--- src/hdl/ctc_pkg.sv ---
// Shared types and constants for the Collatz trajectory check block.
// Holds the datapath command and flag structs, the controller states and the
// table of powers of three. No dependencies.
`default_nettype none
package ctc_pkg;

    localparam int POW_ENTRIES = 41;
    localparam int POW_CAP     = POW_ENTRIES - 1;
    localparam int A_W         = $clog2(POW_ENTRIES);
    localparam int MUL_STEPS   = 8;
    localparam int MCNT_W      = $clog2(MUL_STEPS + 1);
    localparam int STRIP_W     = 8;
    localparam int ZW          = $clog2(STRIP_W + 1);
    localparam logic [31:0] ROUND_LIMIT_RESET = 32'd1000000;
    localparam logic        REG_ROUND_LIMIT   = 1'b0;

    localparam logic [63:0] POW3_TABLE [POW_ENTRIES] = '{
        64'd1, 64'd3, 64'd9, 64'd27, 64'd81, 64'd243, 64'd729, 64'd2187,
        64'd6561, 64'd19683, 64'd59049, 64'd177147, 64'd531441,
        64'd1594323, 64'd4782969, 64'd14348907, 64'd43046721,
        64'd129140163, 64'd387420489, 64'd1162261467, 64'd3486784401,
        64'd10460353203, 64'd31381059609, 64'd94143178827,
        64'd282429536481, 64'd847288609443, 64'd2541865828329,
        64'd7625597484987, 64'd22876792454961, 64'd68630377364883,
        64'd205891132094649, 64'd617673396283947, 64'd1853020188851841,
        64'd5559060566555523, 64'd16677181699666569,
        64'd50031545098999707, 64'd150094635296999121,
        64'd450283905890997363, 64'd1350851717672992089,
        64'd4052555153018976267, 64'd12157665459056928801
    };

    typedef enum logic [1:0] {
        ST_DONE     = 2'd0,
        ST_OVERFLOW = 2'd1,
        ST_LIMIT    = 2'd2,
        ST_INVALID  = 2'd3
    } t_status;

    typedef enum logic [3:0] {
        DP_NOP,
        DP_LOAD,
        DP_INC,
        DP_STRIP_CAP,
        DP_MUL_INIT,
        DP_MUL_STEP,
        DP_MUL_END,
        DP_SUB,
        DP_PEAK,
        DP_STRIP,
        DP_OUT
    } t_dp_op;

    typedef struct packed {
        t_dp_op  op;
        t_status status;
    } t_dp_cmd;

    typedef struct packed {
        logic invalid;
        logic limit_hit;
        logic n_ones;
        logic cap_done;
        logic strip_done;
        logic mul_last;
        logic mul_ovf;
        logic acc_even;
        logic below;
    } t_dp_flags;

    typedef enum logic [3:0] {
        S_IDLE,
        S_CHECK,
        S_ROUND,
        S_STRIP_CAP,
        S_MUL,
        S_MUL_END,
        S_SUB,
        S_PEAK,
        S_STRIP,
        S_CMP,
        S_FINISH
    } t_state;

endpackage
`default_nettype wire

--- src/hdl/ctc_ctrl.sv ---
// Controller state machine of the Collatz trajectory check.
// Sequences the datapath through each round and owns both handshakes.
// Depends on ctc_pkg.
`default_nettype none
module ctc_ctrl (
    input  wire logic                i_clk,
    input  wire logic                i_rst_n,
    input  wire logic                i_in_valid,
    output logic                     o_in_ready,
    output logic                     o_out_valid,
    input  wire logic                i_out_ready,
    input  wire ctc_pkg::t_dp_flags  i_flags,
    output ctc_pkg::t_dp_cmd         o_cmd
);

    ctc_pkg::t_state  r_state;
    ctc_pkg::t_state  n_state;
    ctc_pkg::t_status r_code;
    ctc_pkg::t_status n_code;
    logic             r_out_valid;
    logic             n_out_valid;

    always_ff @(posedge i_clk) begin
        if (!i_rst_n) begin
            r_state     <= ctc_pkg::S_IDLE;
            r_code      <= ctc_pkg::ST_DONE;
            r_out_valid <= 1'b0;
        end else begin
            r_state     <= n_state;
            r_code      <= n_code;
            r_out_valid <= n_out_valid;
        end
    end

    always_comb begin
        n_state      = r_state;
        n_code       = r_code;
        n_out_valid  = r_out_valid && !i_out_ready;
        o_cmd.op     = ctc_pkg::DP_NOP;
        o_cmd.status = r_code;
        o_in_ready   = 1'b0;
        unique case (r_state)
            ctc_pkg::S_IDLE: begin
                o_in_ready = 1'b1;
                if (i_in_valid) begin
                    o_cmd.op = ctc_pkg::DP_LOAD;
                    n_state  = ctc_pkg::S_CHECK;
                end
            end
            ctc_pkg::S_CHECK: begin
                if (i_flags.invalid) begin
                    n_code  = ctc_pkg::ST_INVALID;
                    n_state = ctc_pkg::S_FINISH;
                end else begin
                    n_state = ctc_pkg::S_ROUND;
                end
            end
            ctc_pkg::S_ROUND: begin
                if (i_flags.limit_hit) begin
                    n_code  = ctc_pkg::ST_LIMIT;
                    n_state = ctc_pkg::S_FINISH;
                end else begin
                    o_cmd.op = ctc_pkg::DP_INC;
                    if (i_flags.n_ones) begin
                        n_code  = ctc_pkg::ST_OVERFLOW;
                        n_state = ctc_pkg::S_FINISH;
                    end else begin
                        n_state = ctc_pkg::S_STRIP_CAP;
                    end
                end
            end
            ctc_pkg::S_STRIP_CAP: begin
                if (i_flags.cap_done) begin
                    o_cmd.op = ctc_pkg::DP_MUL_INIT;
                    n_state  = ctc_pkg::S_MUL;
                end else begin
                    o_cmd.op = ctc_pkg::DP_STRIP_CAP;
                end
            end
            ctc_pkg::S_MUL: begin
                o_cmd.op = ctc_pkg::DP_MUL_STEP;
                if (i_flags.mul_last) begin
                    n_state = ctc_pkg::S_MUL_END;
                end
            end
            ctc_pkg::S_MUL_END: begin
                o_cmd.op = ctc_pkg::DP_MUL_END;
                if (i_flags.mul_ovf) begin
                    n_code  = ctc_pkg::ST_OVERFLOW;
                    n_state = ctc_pkg::S_FINISH;
                end else if (i_flags.acc_even) begin
                    n_state = ctc_pkg::S_STRIP_CAP;
                end else begin
                    n_state = ctc_pkg::S_SUB;
                end
            end
            ctc_pkg::S_SUB: begin
                o_cmd.op = ctc_pkg::DP_SUB;
                n_state  = ctc_pkg::S_PEAK;
            end
            ctc_pkg::S_PEAK: begin
                o_cmd.op = ctc_pkg::DP_PEAK;
                n_state  = ctc_pkg::S_STRIP;
            end
            ctc_pkg::S_STRIP: begin
                if (i_flags.strip_done) begin
                    n_state = ctc_pkg::S_CMP;
                end else begin
                    o_cmd.op = ctc_pkg::DP_STRIP;
                end
            end
            ctc_pkg::S_CMP: begin
                if (i_flags.below) begin
                    n_code  = ctc_pkg::ST_DONE;
                    n_state = ctc_pkg::S_FINISH;
                end else begin
                    n_state = ctc_pkg::S_ROUND;
                end
            end
            ctc_pkg::S_FINISH: begin
                if (!r_out_valid || i_out_ready) begin
                    o_cmd.op    = ctc_pkg::DP_OUT;
                    n_out_valid = 1'b1;
                    n_state     = ctc_pkg::S_IDLE;
                end
            end
            default: begin
                n_state = ctc_pkg::S_IDLE;
            end
        endcase
    end

    assign o_out_valid = r_out_valid;

endmodule
`default_nettype wire

--- config.mk ---
export PLATFORM = sky130hd
export DESIGN_NAME = ctc_ctrl
export DESIGN_NICKNAME = d
export VERILOG_FILES = /design/src/hdl/ctc_pkg.sv /design/src/hdl/ctc_ctrl.sv
export SDC_FILE = /design/constraint.sdc
export NUM_CORES = 1
export LEC_CHECK = 0
export ABC_CLOCK_PERIOD_IN_PS = 1350
export BUFFER_PORTS_ARGS = -buffer_cell sky130_fd_sc_hd__buf_2
export CAP_MARGIN = 10
export CORE_UTILIZATION = 44
export CTS_CLUSTER_DIAMETER = 120
export DETAILED_ROUTE_END_ITERATION = 7
export PLACE_DENSITY_LB_ADDON = 0.25
export SYNTH_ARGS = -nofsm -noshare
export SYNTH_HDL_FRONTEND = slang
export SYNTH_SLANG_ARGS = --single-unit
export TNS_END_PERCENT = 20
--- constraint.sdc ---
create_clock -name i_clk -period 1.35 [get_ports i_clk]
set_input_delay 0 -clock i_clk [delete_from_list [all_inputs] [get_ports i_clk]]
set_output_delay 0 -clock i_clk [all_outputs]
set_load 0.01 [all_outputs]
==> key figures, run 1 <==
Synth
  • Synth area leaders: dfxtp_1, nand2b_1, a21oi_1, mux2i_1, nor2_1
  • Dominant cell type by area after synthesis: dfxtp_1
  • Register area share after synthesis: 0.206
  • Cell Area, Synth: approximately 700 µm²
  • Post-Syn Instances: 90
  • Mapped Avg Cell Area: around 7.6 µm²
  • Post-synth ARST share: 0
  • Ys Warns: 0
  • Dominant synthesized flop cell: dfxtp_1
  • Synthesized net count: between 100 and 150
  • Yosys top cell area share: 0.206
  • Netlist cell types: 39
  • Number of flops mapped to enable cells by yosys: 0
  • Number of synthesized register bits: 7

STA
  • Post-route setup slack: -0.289 ns
  • RSZ-0062 raised after global routing: yes
  • Crit path time final: approximately 1.6 ns
  • Final Cycle Share: 1.21
  • Setup Skew: approximately 0.0011 ns
  • Slew margin rel.: 0.783
  • Worst Tran Pin Value: roughly 0.32 ns
  • Max Fclk: roughly 600 MHz
  • Slew Viols, Final: 0
  • Final hold vios: 0
  • Final setup violation count: 9

Global routing
  • First-pass GRT wire length: between 3 and 4 mm
  • Pin count of the biggest net entering global routing: 12
  • Initial antenna violation count: 0
  • Vias in the first global route: approximately 790
  • Total Routing Usage GR: 0.318
  • Global route total overflow: 0

Routing
  • Initial DRC count: 98
  • Wire per inst: ~19 µm
  • Detailed-route via count: 1,023
  • DRC violations left: 0
  • ANT nets after route: 0
  • Final WL: around 2.9 mm
  • Via/cell ratio: roughly 6.6
  • Initial DRT Pass Iterations: 4

CTS
  • CTS root buffer: clkbuf_4
  • Hold_buf cts: 0
  • CTS max path bufs: 2
  • CTS Buf Count: 3
  • CTS clk-pin slew, worst paths: 0.06 ns
  • CTS tree: built
  • Worst-Skew Late Latency: ~0.27 ns
  • Clk sinks: 7
  • Htree depth: 1

Worst setup path
  • R2r worst-path depth: 4
  • Worst path required time: approximately 1.5 ns
  • Worst r2r dst: r_code[1]
  • R2R setup slack: -0.29 ns
  • Kind of end point of the critical path: flip-flop
  • CP startpoint kind: flip-flop
  • CP Max Fanout: 9
  • Critical path arrival: 1.82 ns
  • Critical R2R Launch: r_state[3]
  • Crit path kind: flip-flop to flip-flop

Floorplanning
  • I/O Pins: 21
  • Die span in x: between 40 and 50 µm
  • Initial Utilization: 0.498
  • Die Span Y: 41.3 µm
  • Core Area: approximately 1400 µm²
  • Die area: 1710 µm²
  • Rows: 13

Place
  • HPWL after DPL: 1.85 mm
  • Dpl cells: approximately 150
  • Pre-CTS WS: -0.165 ns
  • IO buf count: 20
  • RD Place Congestion: ~0.98

Power and ir drop
  • Internal power: between 1 and 1.5 mW
  • Net switching power: just under 900 µW
  • Clock Power Share: 0.101
  • PwrDens: about 1800 nW/µm²
  • Total Power: approximately 2.1 mW
  • Leakage Power: 0.535 nW
  • Sequential power share: 0.189
  • Gate power share: 0.711
  • Net Sw Frac: 0.422
  • Worst vdd ir: 0.00105 V

Run
  • Max-cap check violation count: 0

Cells and area
  • Ant diodes: 0
  • Fin util: 0.861
  • Layout cells sized above 1: 0.557
  • Final cell count without fillers: 155
  • Total Nets Final: around 150
  • Synth-to-Final Area Change: 72.8%

Min path
  • Hold WC Path Type: input pin to flip-flop
  • Hold EP: r_state[1]
  • Hold depth: 2
  • Worst Min Path Start: i_rst_n

Status
  • Failing checks: negative setup slack
  • Status: finished, violations left
[per-stage QoR]
stage	hold slack (ns)	cell area, µm²	setup TNS, ns
after floorplan	0.131	698	-0.316
after global placement	0.293	1010	-0.724
after detailed placement	0.290	1010	-0.735
after CTS	0.00235	1110	-1.16
after global routing	0.0266	1180	-2.15
final	0.0251	1180	-1.51
[cells in the final DEF (no fill, tap or decap), types with 2 or more instances in the layout]
cell	n
nand2b_4	2
mux2i_1	3
a21oi_1	7
nor2_1	7
nor4_1	2
nand2_1	4
o21ai_0	3
nor3_1	4
buf_6	7
clkbuf_4	3
dfxtp_1	3
dfxtp_2	2
dfxtp_4	2
nand3b_1	3
nand2b_1	4
inv_1	2
buf_2	19
buf_4	26
or3_1	2
[flip-flops by register name, summed over array words and instances (netlist names)]
| signal | cells |
|---|---|
| r_state | 4 |
| o_out_valid | 1 |
| r_code | 2 |
[worst max-delay path by stage]
stage               slack, ns  startpoint    endpoint  cells after the start
finish                  -0.29  r_state[3]   r_code[1]                      4
global route            -0.38  r_state[3]   r_code[1]                      4
CTS                     -0.20  r_state[0]    o_cmd[3]                      7
detailed placement      -0.17  r_state[0]  r_state[1]                      5
global placement        -0.16  r_state[0]  r_state[3]                      6
floorplan               -0.08  r_state[3]   r_code[0]                      4
[final cells by class]
type,count,area (µm²)
Clock buffer,4,26.3
Fill cell,74,190
Inverter,2,7.51
Sequential cell,7,150
Timing Repair Buffer,52,369
Tap cell,15,18.8
Multi-Input combinational cell,75,604
[what timing repair did]
item                       CTS  global route
gates resized for setup     18            10
pin swaps                    4             2
setup buffers                1             1
setup endpoints to repair    9            11
[layer usage]
layer / share of wire / GRT usage / vias to the layer above
li1: - / - / 446
met1: 0.37 / 0.402 / 450
met2: 0.45 / 0.488 / 107
met3: 0.13 / 0.106 / 20
met4: 0.052 / 0.137 / 0
met5: 0 / 0 / -
[kinds of logic (layout without fill, tap and decap cells)]
| logic type | after synthesis | count (layout) | synth area share |
|---|---|---|---|
| flip-flops | 7 | 7 | 0.206 |
| AO/OA/AOI/OAI | 26 | 26 | 0.270 |
| buffers and inverters | 8 | 58 | 0.0643 |
| AND/OR/NAND/NOR | 45 | 45 | 0.399 |
| multiplexers | 4 | 4 | 0.0607 |
[worst max-delay path: stages, from the launching register on]
cell	delay, ns
dfxtp_4	0.38
or2_4	0.26
or4_4	0.50
o221ai_2	0.12
mux2i_1	0.28
[power groups by stage]
stage          logic (mW)  registers [mW]  clock network, mW
5_1_grt              1.58           0.401              0.224
2_1_floorplan       0.648           0.353                  0
4_1_cts              1.29           0.379              0.213
6_report             1.49           0.396              0.211
3_3_place_gp         1.17           0.350                  0
3_5_place_dp         1.18           0.361                  0
[cell usage after synthesis, types with 3 or more instances]
library cell	count
a21oi_1	7
dfxtp_1	7
nand2b_1	7
nor2_1	7
buf_2	5
nand2_1	5
nor3_1	5
mux2i_1	3
nand3b_1	3
nor4_1	3
o21ai_0	3
Power figures use the tool's default switching activity.
==> run 2: changes to the inputs <==
- CORE_MARGIN: unset -> 2
==> run 2 against run 1 <==
  * The flow still finishes with violations (negative setup slack)
  * Worst setup slack improved by 0.015 ns
  * Register-to-register slack better by 0.06 ns
  * Combinational power is 3% lower
  * Design area down 1.2%
  * Critical path type is now flip-flop to primary output
  * Largest cell class unchanged
==> key figures, run 2 (synthesis gave the netlist of run 1 again) <==
Status
  • Failing checks: negative setup slack (unchanged)
  • Status: finished, violations left (unchanged)

Floorplanning
  • Initial Utilization: 0.463 (was 0.498)
  • Die span in x: 43.3 µm (was 41.3 µm)
  • Rows: 14 (was 13)
  • Core Area: 1470 µm² (was 1370 µm²)
  • Die Span Y: 43.3 µm (was 41.3 µm)
  • Die area: 1880 µm² (was 1710 µm²)
  • I/O Pins: 21 (unchanged)

Cells and area
  • Total Nets Final: 154 (unchanged)
  • Commonest non-fill, non-tap cell in the layout: buf_4 (unchanged)
  • Fillcell total: 103 (was 74)
  • Largest Register: r_state (unchanged)
  • Layout cells sized above 1: 0.557 (unchanged)
  • Synth-to-Final Area Change: 70.8% (was 72.8%)
  • Footprint of the multi-input gates: 588 µm² (was 604 µm²)
  • Max reg flops: 4 (unchanged)
  • Most frequent cells in the layout: buf_4, buf_2, a21oi_1 (was buf_4, buf_2, nor2_1, a21oi_1, buf_6)
  • Ant diodes: 0 (unchanged)
  • Flip-flop and latch area: 155 µm² (was 150 µm²)

Global routing
  • Vias in the first global route: 960 (was 792)
  • First-pass GRT wire length: 4.16 mm (was 3.46 mm)
  • Initial antenna violation count: 0 (unchanged)
  • Total Routing Usage GR: 0.291 (was 0.318)
  • Global route total overflow: 0 (unchanged)
  • Pin count of the biggest net entering global routing: 11 (was 12)

Worst setup path
  • CP Max Fanout: 7 (was 9)
  • Buf+Inv Stages, Crit Path: 3 (was 0)
  • Crit path cell chain: buf_4 > nor4bb_2 > o21bai_1 > buf_4 > o211ai_1 > buf_2 (was or2_4 > or4_4 > o221ai_2 > mux2i_1)
  • Kind of end point of the critical path: primary output (was flip-flop)
  • CP most frequent cell: buf_4
  • Family with the most delay on the worst path: buffers and inverters (was simple AND/OR/NAND/NOR gates)
  • Crit-path max cell delay: 0.37 ns (was 0.50 ns)
  • Crit path kind: flip-flop to primary output (was flip-flop to flip-flop)
  • Critical path arrival: 1.62 ns (was 1.82 ns)
  • Worst path required time: 1.35 ns (was 1.53 ns)
  • Slowest CP cell: dfxtp_4 (was or4_4)
  • CP startpoint kind: flip-flop (unchanged)

Power and ir drop
  • Worst vdd ir: 0.00108 V (was 0.00105 V)
  • Total Power: 2.03 mW (was 2.10 mW)
  • Leakage Power: 0.536 nW (was 0.535 nW)
  • Clock Power Share: 0.097 (was 0.101)
  • Gate power share: 0.713 (was 0.711)
  • PwrDens: 1740 nW/µm² (was 1780 nW/µm²)
  • Net Sw Frac: 0.411 (was 0.422)
  • Net switching power: 832 µW (was 885 µW)
  • Sequential power share: 0.190 (was 0.189)
  • Internal power: 1.20 mW (was 1.21 mW)

STA
  • Slew Viols, Final: 0 (unchanged)
  • Setup Skew: 0.00805 ns (was 0.00105 ns)
  • Final hold vios: 0 (unchanged)
  • Max Fclk: 616 MHz (was 610 MHz)
  • Final setup violation count: 10 (was 9)
  • Crit path time final: 1.62 ns (was 1.64 ns)
  • Worst Tran Pin Value: 0.378 ns (was 0.323 ns)
  • Post-route setup slack: -0.274 ns (was -0.289 ns)
  • Slew margin rel.: 0.746 (was 0.783)
  • RSZ-0062 raised after global routing: yes (unchanged)
  • Final Cycle Share: 1.20 (was 1.21)

CTS
  • CTS Buf Count: 3 (unchanged)
  • CTS clk-pin slew, worst paths: 0.06 ns (about the same)
  • Clk sinks: 7 (unchanged)
  • CTS tree: built (unchanged)
  • CTS max path bufs: 2 (unchanged)
  • Htree depth: 1 (unchanged)
  • Hold_buf cts: 0 (unchanged)
  • CTS root buffer: clkbuf_4 (unchanged)
  • Worst-Skew Late Latency: 0.26 ns (was 0.27 ns)

Routing
  • Final WL: 2.78 mm (was 2.94 mm)
  • Wire per inst: 17.8 µm (was 19.0 µm)
  • Detailed-route via count: 971 (was 1,023)
  • ANT nets after route: 0 (unchanged)
  • Initial DRC count: 25 (was 98)
  • DRC violations left: 0 (unchanged)
  • Initial DRT Pass Iterations: 5 (was 4)
  • Via/cell ratio: 6.22 (was 6.60)

Place
  • HPWL after DPL: 1.84 mm (was 1.85 mm)
  • RD Place Congestion: 0.890 (was 0.975)
  • Pre-CTS WS: -0.161 ns (was -0.165 ns)
  • IO buf count: 20 (unchanged)

Run
  • Max-cap check violation count: 0 (unchanged)

Min path
  • Hold WC Path Type: input pin to flip-flop (unchanged)
[run 2: repair_timing]
| item | 4_1_cts | 5_1_grt |
|---|---|---|
| pin swaps | 2 | 5 |
| hold endpoints to repair | 0 | 0 |
| setup endpoints to repair | 9 | 11 |
| setup buffers | 1 | 2 |
| gates resized for setup | 16 | 11 |
| cloned | 0 | 0 |
[run 2: worst paths after layout]
| path | end | cells past startpoint | startpoint | slack (ns) |
|---|---|---|---|---|
| max reg2reg | r_state[3] | 7 | r_state[3] | -0.23 |
| min | r_state[1] | 2 | i_rst_n | 0.02 |
| min reg2reg | r_code[1] | 2 | r_code[1] | 0.47 |
| max | o_cmd[2] | 6 | r_state[3] | -0.27 |
[run 2: stage by stage]
step / instances / setup TNS [ns] / instance area, µm² / util / hold slack (ns)
global placement: 149 / -0.560 / 1000 / 0.679 / 0.288
floorplan: 90 / -0.316 / 698 / - / 0.131
detailed placement: 149 / -0.715 / 1000 / 0.679 / 0.294
finish: 156 / -1.66 / 1160 / 0.790 / 0.0159
CTS: 154 / -1.10 / 1100 / 0.748 / 0.0230
global route: 156 / -2.25 / 1160 / 0.790 / 0.0289
[run 2: layout make-up]
type	instances	area share
Sequential cell	7	0.133
Clock buffer	4	0.0226
Tap cell	16	0.0172
Timing Repair Buffer	52	0.314
Inverter	2	0.00646
Multi-Input combinational cell	75	0.506
[run 2: per-layer routing]
layer / vias to the layer above / track usage / routed length [µm]
li1: 447 / - / -
met1: 467 / 0.349 / 1120
met2: 47 / 0.537 / 1450
met3: 10 / 0.0292 / 131
met4: 0 / 0.0970 / 84
met5: - / 0 / 0
[run 2: power by group through the flow]
stage          clock network (mW)  registers [mW]  logic (mW)
2_1_floorplan                   0           0.353       0.648
3_3_place_gp                    0           0.354        1.16
3_5_place_dp                    0           0.355        1.20
4_1_cts                     0.191           0.373        1.28
5_1_grt                     0.211           0.390        1.54
6_report                    0.196           0.386        1.45
